$ cat src/rtl/gbn_ack_pkg.sv
// Shared types, constants and ones' complement helpers of the go-back-N receiver.
package gbn_ack_pkg;

   localparam int MAX_PACKET_BYTES = 8192;
   // The position counter saturates at MAX_PACKET_BYTES + 1.
   localparam int POS_W = $clog2(MAX_PACKET_BYTES + 2);
   localparam int HEADER_BYTES = 10;

   localparam logic [15:0] FLAG_ACK = 16'h0002;
   localparam logic [15:0] FLAG_FIN = 16'h0004;
   localparam logic [15:0] FLAG_LAS = 16'h0008;
   localparam logic [15:0] SUM_GOOD = 16'hFFFF;
   localparam logic [15:0] ACK_RESET = 16'hFFFF;
   localparam logic [15:0] TIMEOUT_RESET = 16'd5000;

   localparam logic REQ_BYTE = 1'b0;
   localparam logic REQ_TICK = 1'b1;

   typedef enum logic [1:0] {
      ST_IN_ORDER = 2'd0,
      ST_REPEAT   = 2'd1,
      ST_FIN      = 2'd2,
      ST_TIMEOUT  = 2'd3
   } status_type;

   typedef struct packed {
      logic       req_type;
      logic [7:0] data_byte;
      logic       last_byte;
   } req_item_type;

   typedef struct packed {
      status_type  status;
      logic [15:0] reply_ack;
      logic [15:0] reply_checksum;
      logic [15:0] payload_length;
      logic        last_of_file;
   } rsp_item_type;

   // Summary of a packet, valid in the cycle its final byte is processed.
   typedef struct packed {
      logic        done;
      logic        good;
      logic [15:0] seq;
      logic [15:0] flags;
      logic [15:0] length;
   } pkt_summary_type;

   function automatic logic [15:0] ones_add(input logic [15:0] a, input logic [15:0] b);
      logic [16:0] s;
      s = {1'b0, a} + {1'b0, b};
      return s[16] ? (s[15:0] + 16'd1) : s[15:0];
   endfunction

   function automatic logic [15:0] reply_sum(input logic [15:0] ack);
      return ~ones_add(ack, FLAG_ACK);
   endfunction

endpackage

$ cat src/rtl/gbn_ack_assembler.sv
// Byte pairing, running ones' complement sum and header word capture.
module gbn_ack_assembler
   import gbn_ack_pkg::*;
(
   input  logic            clock,
   input  logic            reset,
   input  logic            byte_en,
   input  logic [7:0]      data_byte,
   input  logic            last_byte,
   input  logic            clear,
   output pkt_summary_type summary
);

   logic [15:0]      sum_ff, sum_in;
   logic [7:0]       pending_ff, pending_in;
   logic [POS_W-1:0] pos_ff, pos_in;
   logic [15:0]      seq_ff, seq_in;
   logic [15:0]      flags_ff, flags_in;
   logic [15:0]      len_ff, len_in;

   logic [15:0]        word;
   logic [POS_W-2:0]   widx;
   logic [15:0]        sum_new;
   logic [POS_W-1:0]   pos_new;

   always_comb begin
      word       = {data_byte, pending_ff};
      widx       = pos_ff[POS_W-1:1];
      sum_new    = sum_ff;
      pending_in = pending_ff;
      seq_in     = seq_ff;
      flags_in   = flags_ff;
      len_in     = len_ff;
      pos_new    = pos_ff;
      if (byte_en) begin
         if (pos_ff < POS_W'(MAX_PACKET_BYTES)) begin
            if (pos_ff[0]) begin
               sum_new = ones_add(sum_ff, word);
               if (widx == (POS_W-1)'(0)) seq_in = word;
               else if (widx == (POS_W-1)'(2)) flags_in = word;
               else if (widx == (POS_W-1)'(4)) len_in = word;
            end else begin
               pending_in = data_byte;
               if (last_byte) sum_new = ones_add(sum_ff, {8'h00, data_byte});
            end
            pos_new = pos_ff + POS_W'(1);
         end else begin
            pos_new = POS_W'(MAX_PACKET_BYTES + 1);
         end
      end

      summary.done   = byte_en && last_byte;
      summary.good   = (pos_new >= POS_W'(HEADER_BYTES)) &&
                       (pos_new <= POS_W'(MAX_PACKET_BYTES)) && (sum_new == SUM_GOOD);
      summary.seq    = seq_in;
      summary.flags  = flags_in;
      summary.length = len_in;

      // The final byte or a close resets the packet assembly.
      if (clear || (byte_en && last_byte)) begin
         sum_in     = '0;
         pending_in = '0;
         pos_in     = '0;
      end else begin
         sum_in = sum_new;
         pos_in = pos_new;
      end
   end

   always_ff @(posedge clock) begin
      if (reset) begin
         sum_ff     <= '0;
         pending_ff <= '0;
         pos_ff     <= '0;
         seq_ff     <= '0;
         flags_ff   <= '0;
         len_ff     <= '0;
      end else begin
         sum_ff     <= sum_in;
         pending_ff <= pending_in;
         pos_ff     <= pos_in;
         seq_ff     <= seq_in;
         flags_ff   <= flags_in;
         len_ff     <= len_in;
      end
   end

endmodule

$ cat src/rtl/gbn_ack_reply_ctrl.sv
// Acknowledgement decision, sequence tracking, idle timer and close state.
module gbn_ack_reply_ctrl
   import gbn_ack_pkg::*;
(
   input  logic            clock,
   input  logic            reset,
   input  logic            tick_en,
   input  pkt_summary_type summary,
   input  logic [15:0]     idle_timeout_ticks,
   output logic            closed,
   output logic            close_clear,
   output logic            result_valid,
   output rsp_item_type    result
);

   logic [15:0] expected_ff, expected_in;
   logic [15:0] last_ack_ff, last_ack_in;
   logic        complete_ff, complete_in;
   logic        closed_ff, closed_in;
   logic [15:0] idle_ff, idle_in;

   logic [15:0] ack;

   always_comb begin
      expected_in  = expected_ff;
      last_ack_in  = last_ack_ff;
      complete_in  = complete_ff;
      closed_in    = closed_ff;
      idle_in      = idle_ff;
      close_clear  = 1'b0;
      result_valid = 1'b0;
      ack          = last_ack_ff;
      result       = '0;
      result.status = ST_REPEAT;

      if (tick_en && complete_ff) begin
         if (idle_ff >= idle_timeout_ticks) begin
            closed_in     = 1'b1;
            close_clear   = 1'b1;
            result_valid  = 1'b1;
            result.status = ST_TIMEOUT;
         end else begin
            idle_in = idle_ff + 16'd1;
         end
      end else if (summary.done) begin
         result_valid = 1'b1;
         if (summary.good && summary.flags == FLAG_FIN) begin
            ack           = summary.seq + 16'd1;
            last_ack_in   = ack;
            closed_in     = 1'b1;
            result.status = ST_FIN;
         end else if (summary.good && summary.seq == expected_ff) begin
            ack                   = expected_ff;
            last_ack_in           = ack;
            expected_in           = expected_ff + 16'd1;
            result.status         = ST_IN_ORDER;
            result.payload_length = summary.length;
            result.last_of_file   = summary.flags[3];
            if (summary.flags[3]) begin
               complete_in = 1'b1;
               idle_in     = '0;
            end
         end
         result.reply_ack      = ack;
         result.reply_checksum = reply_sum(ack);
      end
   end

   assign closed = closed_ff;

   always_ff @(posedge clock) begin
      if (reset) begin
         expected_ff <= '0;
         last_ack_ff <= ACK_RESET;
         complete_ff <= 1'b0;
         closed_ff   <= 1'b0;
         idle_ff     <= '0;
      end else begin
         expected_ff <= expected_in;
         last_ack_ff <= last_ack_in;
         complete_ff <= complete_in;
         closed_ff   <= closed_in;
         idle_ff     <= idle_in;
      end
   end

endmodule

$ cat src/rtl/gbn_receiver_ack_engine.sv
// Top level of the go-back-N receiver acknowledgement engine.
//
//   Channel  Direction  Handshake            Beat carries
//   req      in         req_valid/req_stall  req_item_type: byte or tick item
//   rsp      out        rsp_valid/rsp_stall  rsp_item_type: one reply per packet or close
//   csr      in         csr_valid/csr_ready  idle_timeout_ticks, 16 bits
//
// An accepted beat is held in an input register and worked on from there; its reply, if any,
// is held in the result register. One beat per cycle while no reply waits under rsp_stall.
// The single rate-setting element is the per-byte ones' complement add in the assembler.
// Reset is synchronous and active high; the timeout register returns to 5000 ticks.
// When a reply waits under rsp_stall the pipeline holds and req_stall is raised only
// while the input register is also occupied.
module gbn_receiver_ack_engine
   import gbn_ack_pkg::*;
(
   input  logic         clock,
   input  logic         reset,
   input  logic         req_valid,
   output logic         req_stall,
   input  req_item_type req_data,
   output logic         rsp_valid,
   input  logic         rsp_stall,
   output rsp_item_type rsp_data,
   input  logic         csr_valid,
   output logic         csr_ready,
   input  logic [15:0]  csr_wdata
);

   logic         in_valid_ff, in_valid_in;
   req_item_type in_item_ff;
   logic         rsp_valid_ff, rsp_valid_in;
   rsp_item_type rsp_data_ff;
   logic [15:0]  timeout_ff;

   logic            advance;
   logic            fire;
   logic            closed;
   logic            close_clear;
   logic            result_valid;
   rsp_item_type    result;
   pkt_summary_type summary;

   // The pipeline moves whenever the result register is empty or being emptied.
   assign advance   = !(rsp_valid_ff && rsp_stall);
   assign req_stall = in_valid_ff && !advance;
   assign fire      = in_valid_ff && advance && !closed;
   assign csr_ready = 1'b1;

   assign in_valid_in  = req_stall ? in_valid_ff : req_valid;
   assign rsp_valid_in = advance ? (fire && result_valid) : rsp_valid_ff;

   gbn_ack_assembler u_assembler (
      .clock     (clock),
      .reset     (reset),
      .byte_en   (fire && in_item_ff.req_type == REQ_BYTE),
      .data_byte (in_item_ff.data_byte),
      .last_byte (in_item_ff.last_byte),
      .clear     (close_clear),
      .summary   (summary)
   );

   gbn_ack_reply_ctrl u_reply_ctrl (
      .clock              (clock),
      .reset              (reset),
      .tick_en            (fire && in_item_ff.req_type == REQ_TICK),
      .summary            (summary),
      .idle_timeout_ticks (timeout_ff),
      .closed             (closed),
      .close_clear        (close_clear),
      .result_valid       (result_valid),
      .result             (result)
   );

   always_ff @(posedge clock) begin
      if (reset) begin
         in_valid_ff  <= 1'b0;
         rsp_valid_ff <= 1'b0;
         timeout_ff   <= TIMEOUT_RESET;
      end else begin
         in_valid_ff  <= in_valid_in;
         rsp_valid_ff <= rsp_valid_in;
         if (csr_valid && csr_ready) begin
            timeout_ff <= csr_wdata;
         end
      end
      // Payload registers carry no reset.
      if (!req_stall) begin
         in_item_ff <= req_data;
      end
      if (advance) begin
         rsp_data_ff <= result;
      end
   end

   assign rsp_valid = rsp_valid_ff;
   assign rsp_data  = rsp_data_ff;

endmodule
$ cat config.mk
export PLATFORM = sky130hd
export DESIGN_NAME = gbn_receiver_ack_engine
export DESIGN_NICKNAME = d
export VERILOG_FILES = /design/src/rtl/gbn_ack_pkg.sv /design/src/rtl/gbn_ack_assembler.sv /design/src/rtl/gbn_ack_reply_ctrl.sv /design/src/rtl/gbn_receiver_ack_engine.sv
export SDC_FILE = /design/constraint.sdc
export NUM_CORES = 1
export LEC_CHECK = 0
export ABC_AREA = 1
export BUFFER_PORTS_ARGS = -buffer_cell sky130_fd_sc_hd__buf_4
export CORE_MARGIN = 2
export CORE_UTILIZATION = 24
export CTS_CLUSTER_SIZE = 20
export DETAILED_ROUTE_END_ITERATION = 10
export GPL_ROUTABILITY_DRIVEN = 0
export PLACE_DENSITY = 0.49
export SLEW_MARGIN = 20
export SYNTH_ARGS = -nofsm -noshare
export SYNTH_HDL_FRONTEND = slang
export SYNTH_SLANG_ARGS = --single-unit
export TNS_END_PERCENT = 50
$ cat constraint.sdc
create_clock -name clock -period 3.9 [get_ports clock]
set_input_delay 0.39 -clock clock [delete_from_list [all_inputs] [get_ports clock]]
set_output_delay 0.39 -clock clock [all_outputs]
set_load 0.005 [all_outputs]
==> flow_metrics.py, run 1 <==
metrics = {
    "timing": {
        "min_period_over_period_pct": 113,
        "slew_viol_final": 0,
        "setup_ws_ns": -0.513,
        "max_freq_ghz": 0.227,
        "finalSetupViolCount": 69,
        "finalCriticalPeriod_ns": 4.41,
        "rsz0062_at_grt": "yes",
        "finClkSkew_ns": 0.0319,
        "slew_headroom_pct": 41.9,
        "worst_pin_slew_ns": 0.872,
        "hold_violations": 0,
    },
    "power": {
        "clkPwrFrac_pct": 43.1,
        "p_sw_mw": 1.55,
        "p_comb_share_pct": 14.6,
        "power.density_nw_per_um2": 294,
        "swShare_pct": 27.4,
        "p_total_mw": 5.63,
        "max-vdd-ir-drop_mv": 0.310,
        "p_leak_nw": 8.78,
        "intPower_mw": 4.09,
        "p_seq_share_pct": 42.3,
    },
    "setup_path": {
        "crit_top_cell": "nand3_2",
        "ff2ff_path_depth": 26,
        "crit_slowest_cell": "fa_2",
        "worstSetupPathDepth": 26,
        "start_kind": "flip-flop",
        "required_ns": 4.32,
        "slowest_delay_ns": 0.59,
        "worst-path-buf-inv": 4,
        "crit_fanout": 8,
        "cpLargestDelayFamily": "simple AND/OR/NAND/NOR gates",
        "cp-end-kind": "flip-flop",
        "worst_ep_arrival_time_ns": 4.83,
        "criticalPathCategory": "reg2reg",
    },
    "floorplan": {
        "num_rows": 86,
        "dieArea_um2": 57500,
        "ioPinCount": 85,
        "die_width_um": 240,
        "start_util_pct": 24.2,
        "die_y_um": 240,
        "core-area_um2": 55100,
    },
    "detailed_routing": {
        "wirelength_um": 44800,
        "postRouteAntennaNets": 0,
        "dr.pass1.iters": 6,
        "vias": 13844,
        "viasPerCell": 4.50,
        "drc": 0,
        "drtIter0Drc": 795,
        "routedWlPerCell_um": 14.6,
    },
    "synth": {
        "syn-num-nets": 2003,
        "synth.distinct_cells": 60,
        "synth.avg_cell_area_um2": 6.95,
        "syn_inst": 1921,
        "seq_area_frac_synth_pct": 36.8,
        "yosysWarnings": 0,
        "synth-seq-cells": 215,
        "synthFlopType": "dfxtp_1",
        "synth-edff-count": 61,
        "synthArstFlopShare_pct": 0,
        "syn_area_um2": 13400,
    },
    "layout": {
        "antennaDiodeCount": 0,
        "regArea_um2": 4920,
        "fillers": 5873,
        "nets": 2388,
        "drive_above_1_share_pct": 33.3,
        "multi_input_area_um2": 8270,
        "layout_commonest_cell": "nand2_1",
        "layout_common_cells": "418 x nand2_1, 364 x buf_4, 208 x nor2_1",
        "syn_to_final_growth_pct": 43.6,
        "finalNonFillerCells": 3074,
    },
    "grt": {
        "grt_util_all_layers_pct": 15.1,
        "grt_max_degree": 74,
        "grt-ovfl-total": 0,
        "grt_pass1_wl_um": 70000,
        "grt_antenna_before_repair": 0,
        "grt_pass1_vias": 13371,
    },
    "placement": {
        "io_buffers": 83,
        "place_ws_ns": -0.713,
        "hpwl_um": 33500,
        "post-place-cells": 2985,
    },
    "clock_network": {
        "clockBufferDepth": 3,
        "clock_sinks": 215,
        "cts_buffers": 26,
        "htree_levels": 1,
        "cts-root-buf": "clkbuf_16",
        "cts_tree": "yes",
        "clk_pin_slew_ns": 0.06,
        "clk_latency_ns": 0.56,
    },
    "run": {
        "maxCapViolCount": 0,
    },
    "hold_path": {
        "hold_class": "in2reg",
        "hold_depth": 1,
    },
    "run_status": {
        "violations": "negative setup slack",
        "outcome": "finished with violations",
    },
}
-- power groups by stage --
stage                     sequential [mW]  clock (mW)  combinational [mW]
after floorplan                      2.42           0               0.399
after global placement               2.43           0               0.711
after detailed placement             2.43           0               0.712
after CTS                            2.38        2.50               0.756
after global routing                 2.39        2.59               0.906
final                                2.38        2.43               0.821
-- metal layers --
layer / wire, um / part of all wire, % / global-route usage, %
met1: 22100 / 49 / 21.5
met2: 19900 / 44 / 24.2
met3: 1670 / 3.7 / 1.73
met4: 1170 / 2.6 / 3.97
met5: 0 / 0 / 0
-- area by class of cell --
| type | instances | area share (%) |
|---|---|---|
| clock buffers | 28 | 3.48 |
| clock inverters | 20 | 0.965 |
| inverters | 247 | 5.08 |
| multi-input cells | 1410 | 43.1 |
| flip-flops and latches | 215 | 25.7 |
| well taps | 748 | 4.88 |
| repair buffers | 406 | 16.8 |
-- Yosys cell counts (3+ instances only) --
master	instances	area share, %
inv_1	233	6.5
buf_2	6	0.22
xor2_1	34	2.2
or2_2	6	0.28
o21bai_1	5	0.28
nand3_1	159	6.0
a21o_1	3	0.17
nand2_1	474	13
nor3_2	4	0.30
and2_1	3	0.14
nor3_1	34	1.3
nor4_1	4	0.19
edfxtp_1	61	14
nand3b_1	9	0.51
nand4_1	42	2.0
a31oi_1	3	0.14
nor2_2	12	0.56
nand3_2	8	0.60
dfxtp_1	154	23
o21ai_1	8	0.30
nor2_4	9	0.76
clkinv_1	3	0.084
a21boi_0	3	0.17
xnor2_1	5	0.33
nand3_4	4	0.52
o21ai_2	10	0.66
inv_2	7	0.20
ha_1	49	4.6
nor2_1	258	7.3
o211ai_1	4	0.22
nand2_2	11	0.52
clkbuf_1	33	0.93
nand2_4	4	0.34
o21ai_0	64	2.4
a21oi_1	146	5.5
buf_6	5	0.42
o21a_1	6	0.34
a211oi_1	10	0.56
-- path summary, 6_finish.rpt --
path | startpoint | end | slack, ns
max | u_assembler.sum_ff[0] | u_reply_ctrl.expected_ff[11] | -0.51
min | req_data[5] | in_item_ff[5] | 0.03
max reg2reg | u_assembler.sum_ff[0] | u_reply_ctrl.expected_ff[11] | -0.51
min reg2reg | timeout_ff[6] | timeout_ff[6] | 0.47
-- repair_timing --
| item | 4_1_cts | 5_1_grt |
|---|---|---|
| pin swaps | 54 | 86 |
| buffers inserted | 21 | 23 |
| endpoints found under the hold margin | 1 | 0 |
| endpoints found under the setup margin | 97 | 100 |
| hold buffers | 1 | 0 |
| resized for setup | 148 | 194 |
| cloned | 2 | 0 |
-- per-stage QoR --
| step | setup TNS, ns | instance area, um2 | hold WS [ns] | util (%) |
|---|---|---|---|---|
| floorplan | 0 | 13400 | 0.430 | - |
| global placement | -34.48 | 16900 | 0.450 | 30.6 |
| detailed placement | -35.30 | 16900 | 0.455 | 30.6 |
| CTS | -12.64 | 18400 | 0.00299 | 33.4 |
| global route | -45.20 | 19200 | 0.00264 | 34.8 |
| finish | -20.75 | 19200 | 0.0261 | 34.8 |
-- registers in the layout (all words and copies together) (netlist names) --
| signal | count |
|---|---|
| rsp_data | 51 |
| timeout_ff | 16 |
| u_assembler.flags_ff | 16 |
| u_assembler.len_ff | 16 |
| u_assembler.seq_ff | 16 |
| u_assembler.sum_ff | 16 |
| u_reply_ctrl.expected_ff | 16 |
| u_reply_ctrl.idle_ff | 16 |
| u_reply_ctrl.last_ack_ff | 16 |
| u_assembler.pos_ff | 14 |
| in_item_ff | 10 |
| u_assembler.pending_ff | 8 |
| in_valid_ff | 1 |
| rsp_valid | 1 |
| u_reply_ctrl.closed | 1 |
| u_reply_ctrl.complete_ff | 1 |
-- logic make-up after synthesis --
| family | Yosys count | synth area share [%] |
|---|---|---|
| AO/OA/AOI/OAI | 267 | 11.1 |
| XOR/XNOR | 39 | 2.56 |
| adder cells (fa/ha/maj) | 51 | 4.89 |
| buffers and inverters | 297 | 9.00 |
| flip-flops | 215 | 36.8 |
| other | 1 | 0.0281 |
| AND/OR/NAND/NOR | 1051 | 35.6 |
Note: power is estimated with default switching activity, not from simulation.
==> run 2: changes to the inputs <==
--- a/config.mk
+++ b/config.mk
@@ -14,3 +14,3 @@
 export GPL_ROUTABILITY_DRIVEN = 0
-export PLACE_DENSITY = 0.49
+export PLACE_DENSITY = 0.47
 export SLEW_MARGIN = 20
==> constraint.sdc (replaced) <==
create_clock -name clock -period 4.8 [get_ports clock]
set_input_delay 0.48 -clock clock [delete_from_list [all_inputs] [get_ports clock]]
set_output_delay 0.48 -clock clock [all_outputs]
set_load 0.1 [all_outputs]
==> run 2 against run 1 <==
The flow now finishes without violations. Worst setup slack improved by 0.76 ns. Global-route usage fell by 0.87 points. Clock-buffer cell count rose by 2. Die area did not move. Utilization fell by 5.1 points. Clock skew rose by 0.013 ns.
==> flow_metrics.py, run 2 (same netlist as run 1, synthesis figures left out) <==
metrics = {
    "grt": {
        "grt_max_degree": 82,
        "grt_pass1_wl_um": 65300,
        "grt_antenna_before_repair": 0,
        "gr-usage-met2_pct": 22.8,
        "grt-ovfl-total": 0,
        "grt_pass1_vias": 12042,
        "grtUsageMet1_pct": 20.6,
        "grt_util_all_layers_pct": 14.3,
        "grt_use_met3_pct": 1.91,
        "grt_busiest_layer": "met2",
    },
    "setup_path": {
        "cpLargestDelayFamily": "simple AND/OR/NAND/NOR gates",
        "crit_top_cell": "nand2_1",
        "r2r_setup_slack_ns": 0.25,
        "r2r_end": "u_reply_ctrl.expected_ff[12]",
        "ff2ff_path_depth": 27,
        "slowest_delay_ns": 0.45,
        "required_ns": 5.23,
        "start_kind": "flip-flop",
        "crit_slowest_cell": "edfxtp_1",
        "cp-end-kind": "flip-flop",
        "criticalPathCategory": "reg2reg",
        "crit_fanout": 9,
        "worstSetupPathDepth": 27,
        "worst_ep_arrival_time_ns": 4.98,
        "r2r_start": "in_item_ff[1]",
        "worst-path-buf-inv": 5,
    },
    "layout": {
        "nets": 2146,
        "antennaDiodeCount": 0,
        "layout_common_cells": "465 x nand2_1, 249 x nor2_1, 231 x inv_1",
        "drive_above_1_share_pct": 16.4,
        "layout_commonest_cell": "nand2_1",
        "syn_to_final_growth_pct": 22.4,
        "largest_reg_flops": 51,
    },
    "clock_network": {
        "clock_sinks": 215,
        "cts_tree": "yes",
        "htree_levels": 1,
        "cts_buffers": 26,
        "clk_pin_slew_ns": 0.06,
        "hold_buffers": 0,
        "clockBufferDepth": 3,
        "cts-root-buf": "clkbuf_16",
        "clk_latency_ns": 0.57,
    },
    "timing": {
        "max_freq_ghz": 0.220,
        "finalCriticalPeriod_ns": 4.55,
        "slew_headroom_pct": 35.2,
        "worst_pin_slew_ns": 0.970,
        "slew_viol_final": 0,
        "hold_slack_ns": 0.118,
        "hold_violations": 0,
        "min_period_over_period_pct": 94.8,
        "setup_tns_ns": 0,
        "finalSetupViolCount": 0,
        "finClkSkew_ns": 0.0449,
    },
    "run": {
        "maxCapViolCount": 0,
    },
    "run_status": {
        "outcome": "completed",
    },
    "floorplan": {
        "dieArea_um2": 57500,
        "die_y_um": 240,
        "start_util_pct": 24.2,
        "die_width_um": 240,
        "num_rows": 86,
        "core-area_um2": 55100,
        "ioPinCount": 85,
    },
    "hold_path": {
        "hp-start": "req_data[9]",
        "hold_depth": 1,
        "hold_class": "in2reg",
        "hold_end": "in_item_ff[9]",
    },
    "power": {
        "max-vdd-ir-drop_mv": 0.229,
        "swShare_pct": 28.6,
        "p_comb_share_pct": 13.5,
        "p_sw_mw": 1.32,
        "power.density_nw_per_um2": 282,
        "intPower_mw": 3.29,
        "p_seq_share_pct": 42.1,
        "p_leak_nw": 7.43,
        "clkPwrFrac_pct": 44.4,
    },
    "detailed_routing": {
        "vias": 12805,
        "drc": 0,
        "wirelength_um": 41800,
        "routedWlPerCell_um": 14.8,
        "viasPerCell": 4.52,
        "postRouteAntennaNets": 0,
        "drtIter0Drc": 1004,
        "dr.pass1.iters": 6,
    },
    "placement": {
        "hpwl_um": 31900,
        "io_buffers": 83,
    },
}
==> run 2: cell count changes in the layout (fill, tap and decap cells not counted), sizes merged <==
cell / delta
buf: -240
clkinv: -4
clkbuf: +2
inv: +2
bufinv: +1
clkinvlp: -1
dlygate4sd3: -1
nand3: -1
==> run 2: worst max path at each step <==
stage                              from                      endpoint  slack, ns
after detailed placement  in_item_ff[1]                  rsp_data[20]      -0.04
after CTS                 in_item_ff[1]                  rsp_data[20]      0.008
final                     in_item_ff[1]  u_reply_ctrl.expected_ff[12]       0.25
after global routing      in_item_ff[1]                  rsp_data[26]      -0.07
after floorplan               rsp_valid                  rsp_data[26]       0.13
after global placement    in_item_ff[2]                  rsp_data[20]      0.004
==> run 2: cell type report <==
cell class / instances / area [um2]
Sequential cell: 215 / 4920
Multi-Input combinational cell: 1409 / 7420
Timing Repair Buffer: 165 / 1240
Clock buffer: 30 / 686
Fill cell: 6068 / 38700
Clock inverter: 18 / 205
Tap cell: 748 / 936
Inverter: 247 / 941
==> run 2: what timing repair did <==
item                                   4_1_cts  5_1_grt
resized for setup                            2       53
endpoints found under the hold margin        0        0
setup buffers                                0       22
setup endpoints to repair                    1       48
pin swaps                                    0       17
==> run 2: per-layer routing <==
metal | wire, um | part of all wire [%] | up-vias
met5 | 0 | 0 | -
met4 | 758 | 1.8 | 0
met3 | 2040 | 4.9 | 46
met2 | 18100 | 43 | 305
met1 | 20900 | 50 | 5906
li1 | - | - | 6548
==> run 2: per-stage QoR <==
stage | instances | utilization, % | cell area (um2) | power [mW] | setup WS (ns)
2_1_floorplan | 1921 | - | 13400 | 2.40 | 0.130
3_3_place_gp | 2762 | 27.4 | 15100 | 2.57 | 0.00421
3_5_place_dp | 2762 | 27.4 | 15100 | 2.58 | -0.0407
4_1_cts | 2810 | 29.1 | 16000 | 4.65 | 0.00785
5_1_grt | 2832 | 29.7 | 16300 | 4.80 | -0.0656
6_report | 2832 | 29.7 | 16300 | 4.61 | 0.248
==> run 2: power by group through the flow <==
| stage | Sequential [mW] | Combinational (mW) | Clock (mW) |
|---|---|---|---|
| floorplan | 2.08 | 0.322 | 0 |
| global placement | 1.98 | 0.593 | 0 |
| detailed placement | 1.98 | 0.594 | 0 |
| CTS | 1.94 | 0.598 | 2.10 |
| global route | 1.94 | 0.685 | 2.17 |
| finish | 1.94 | 0.623 | 2.05 |
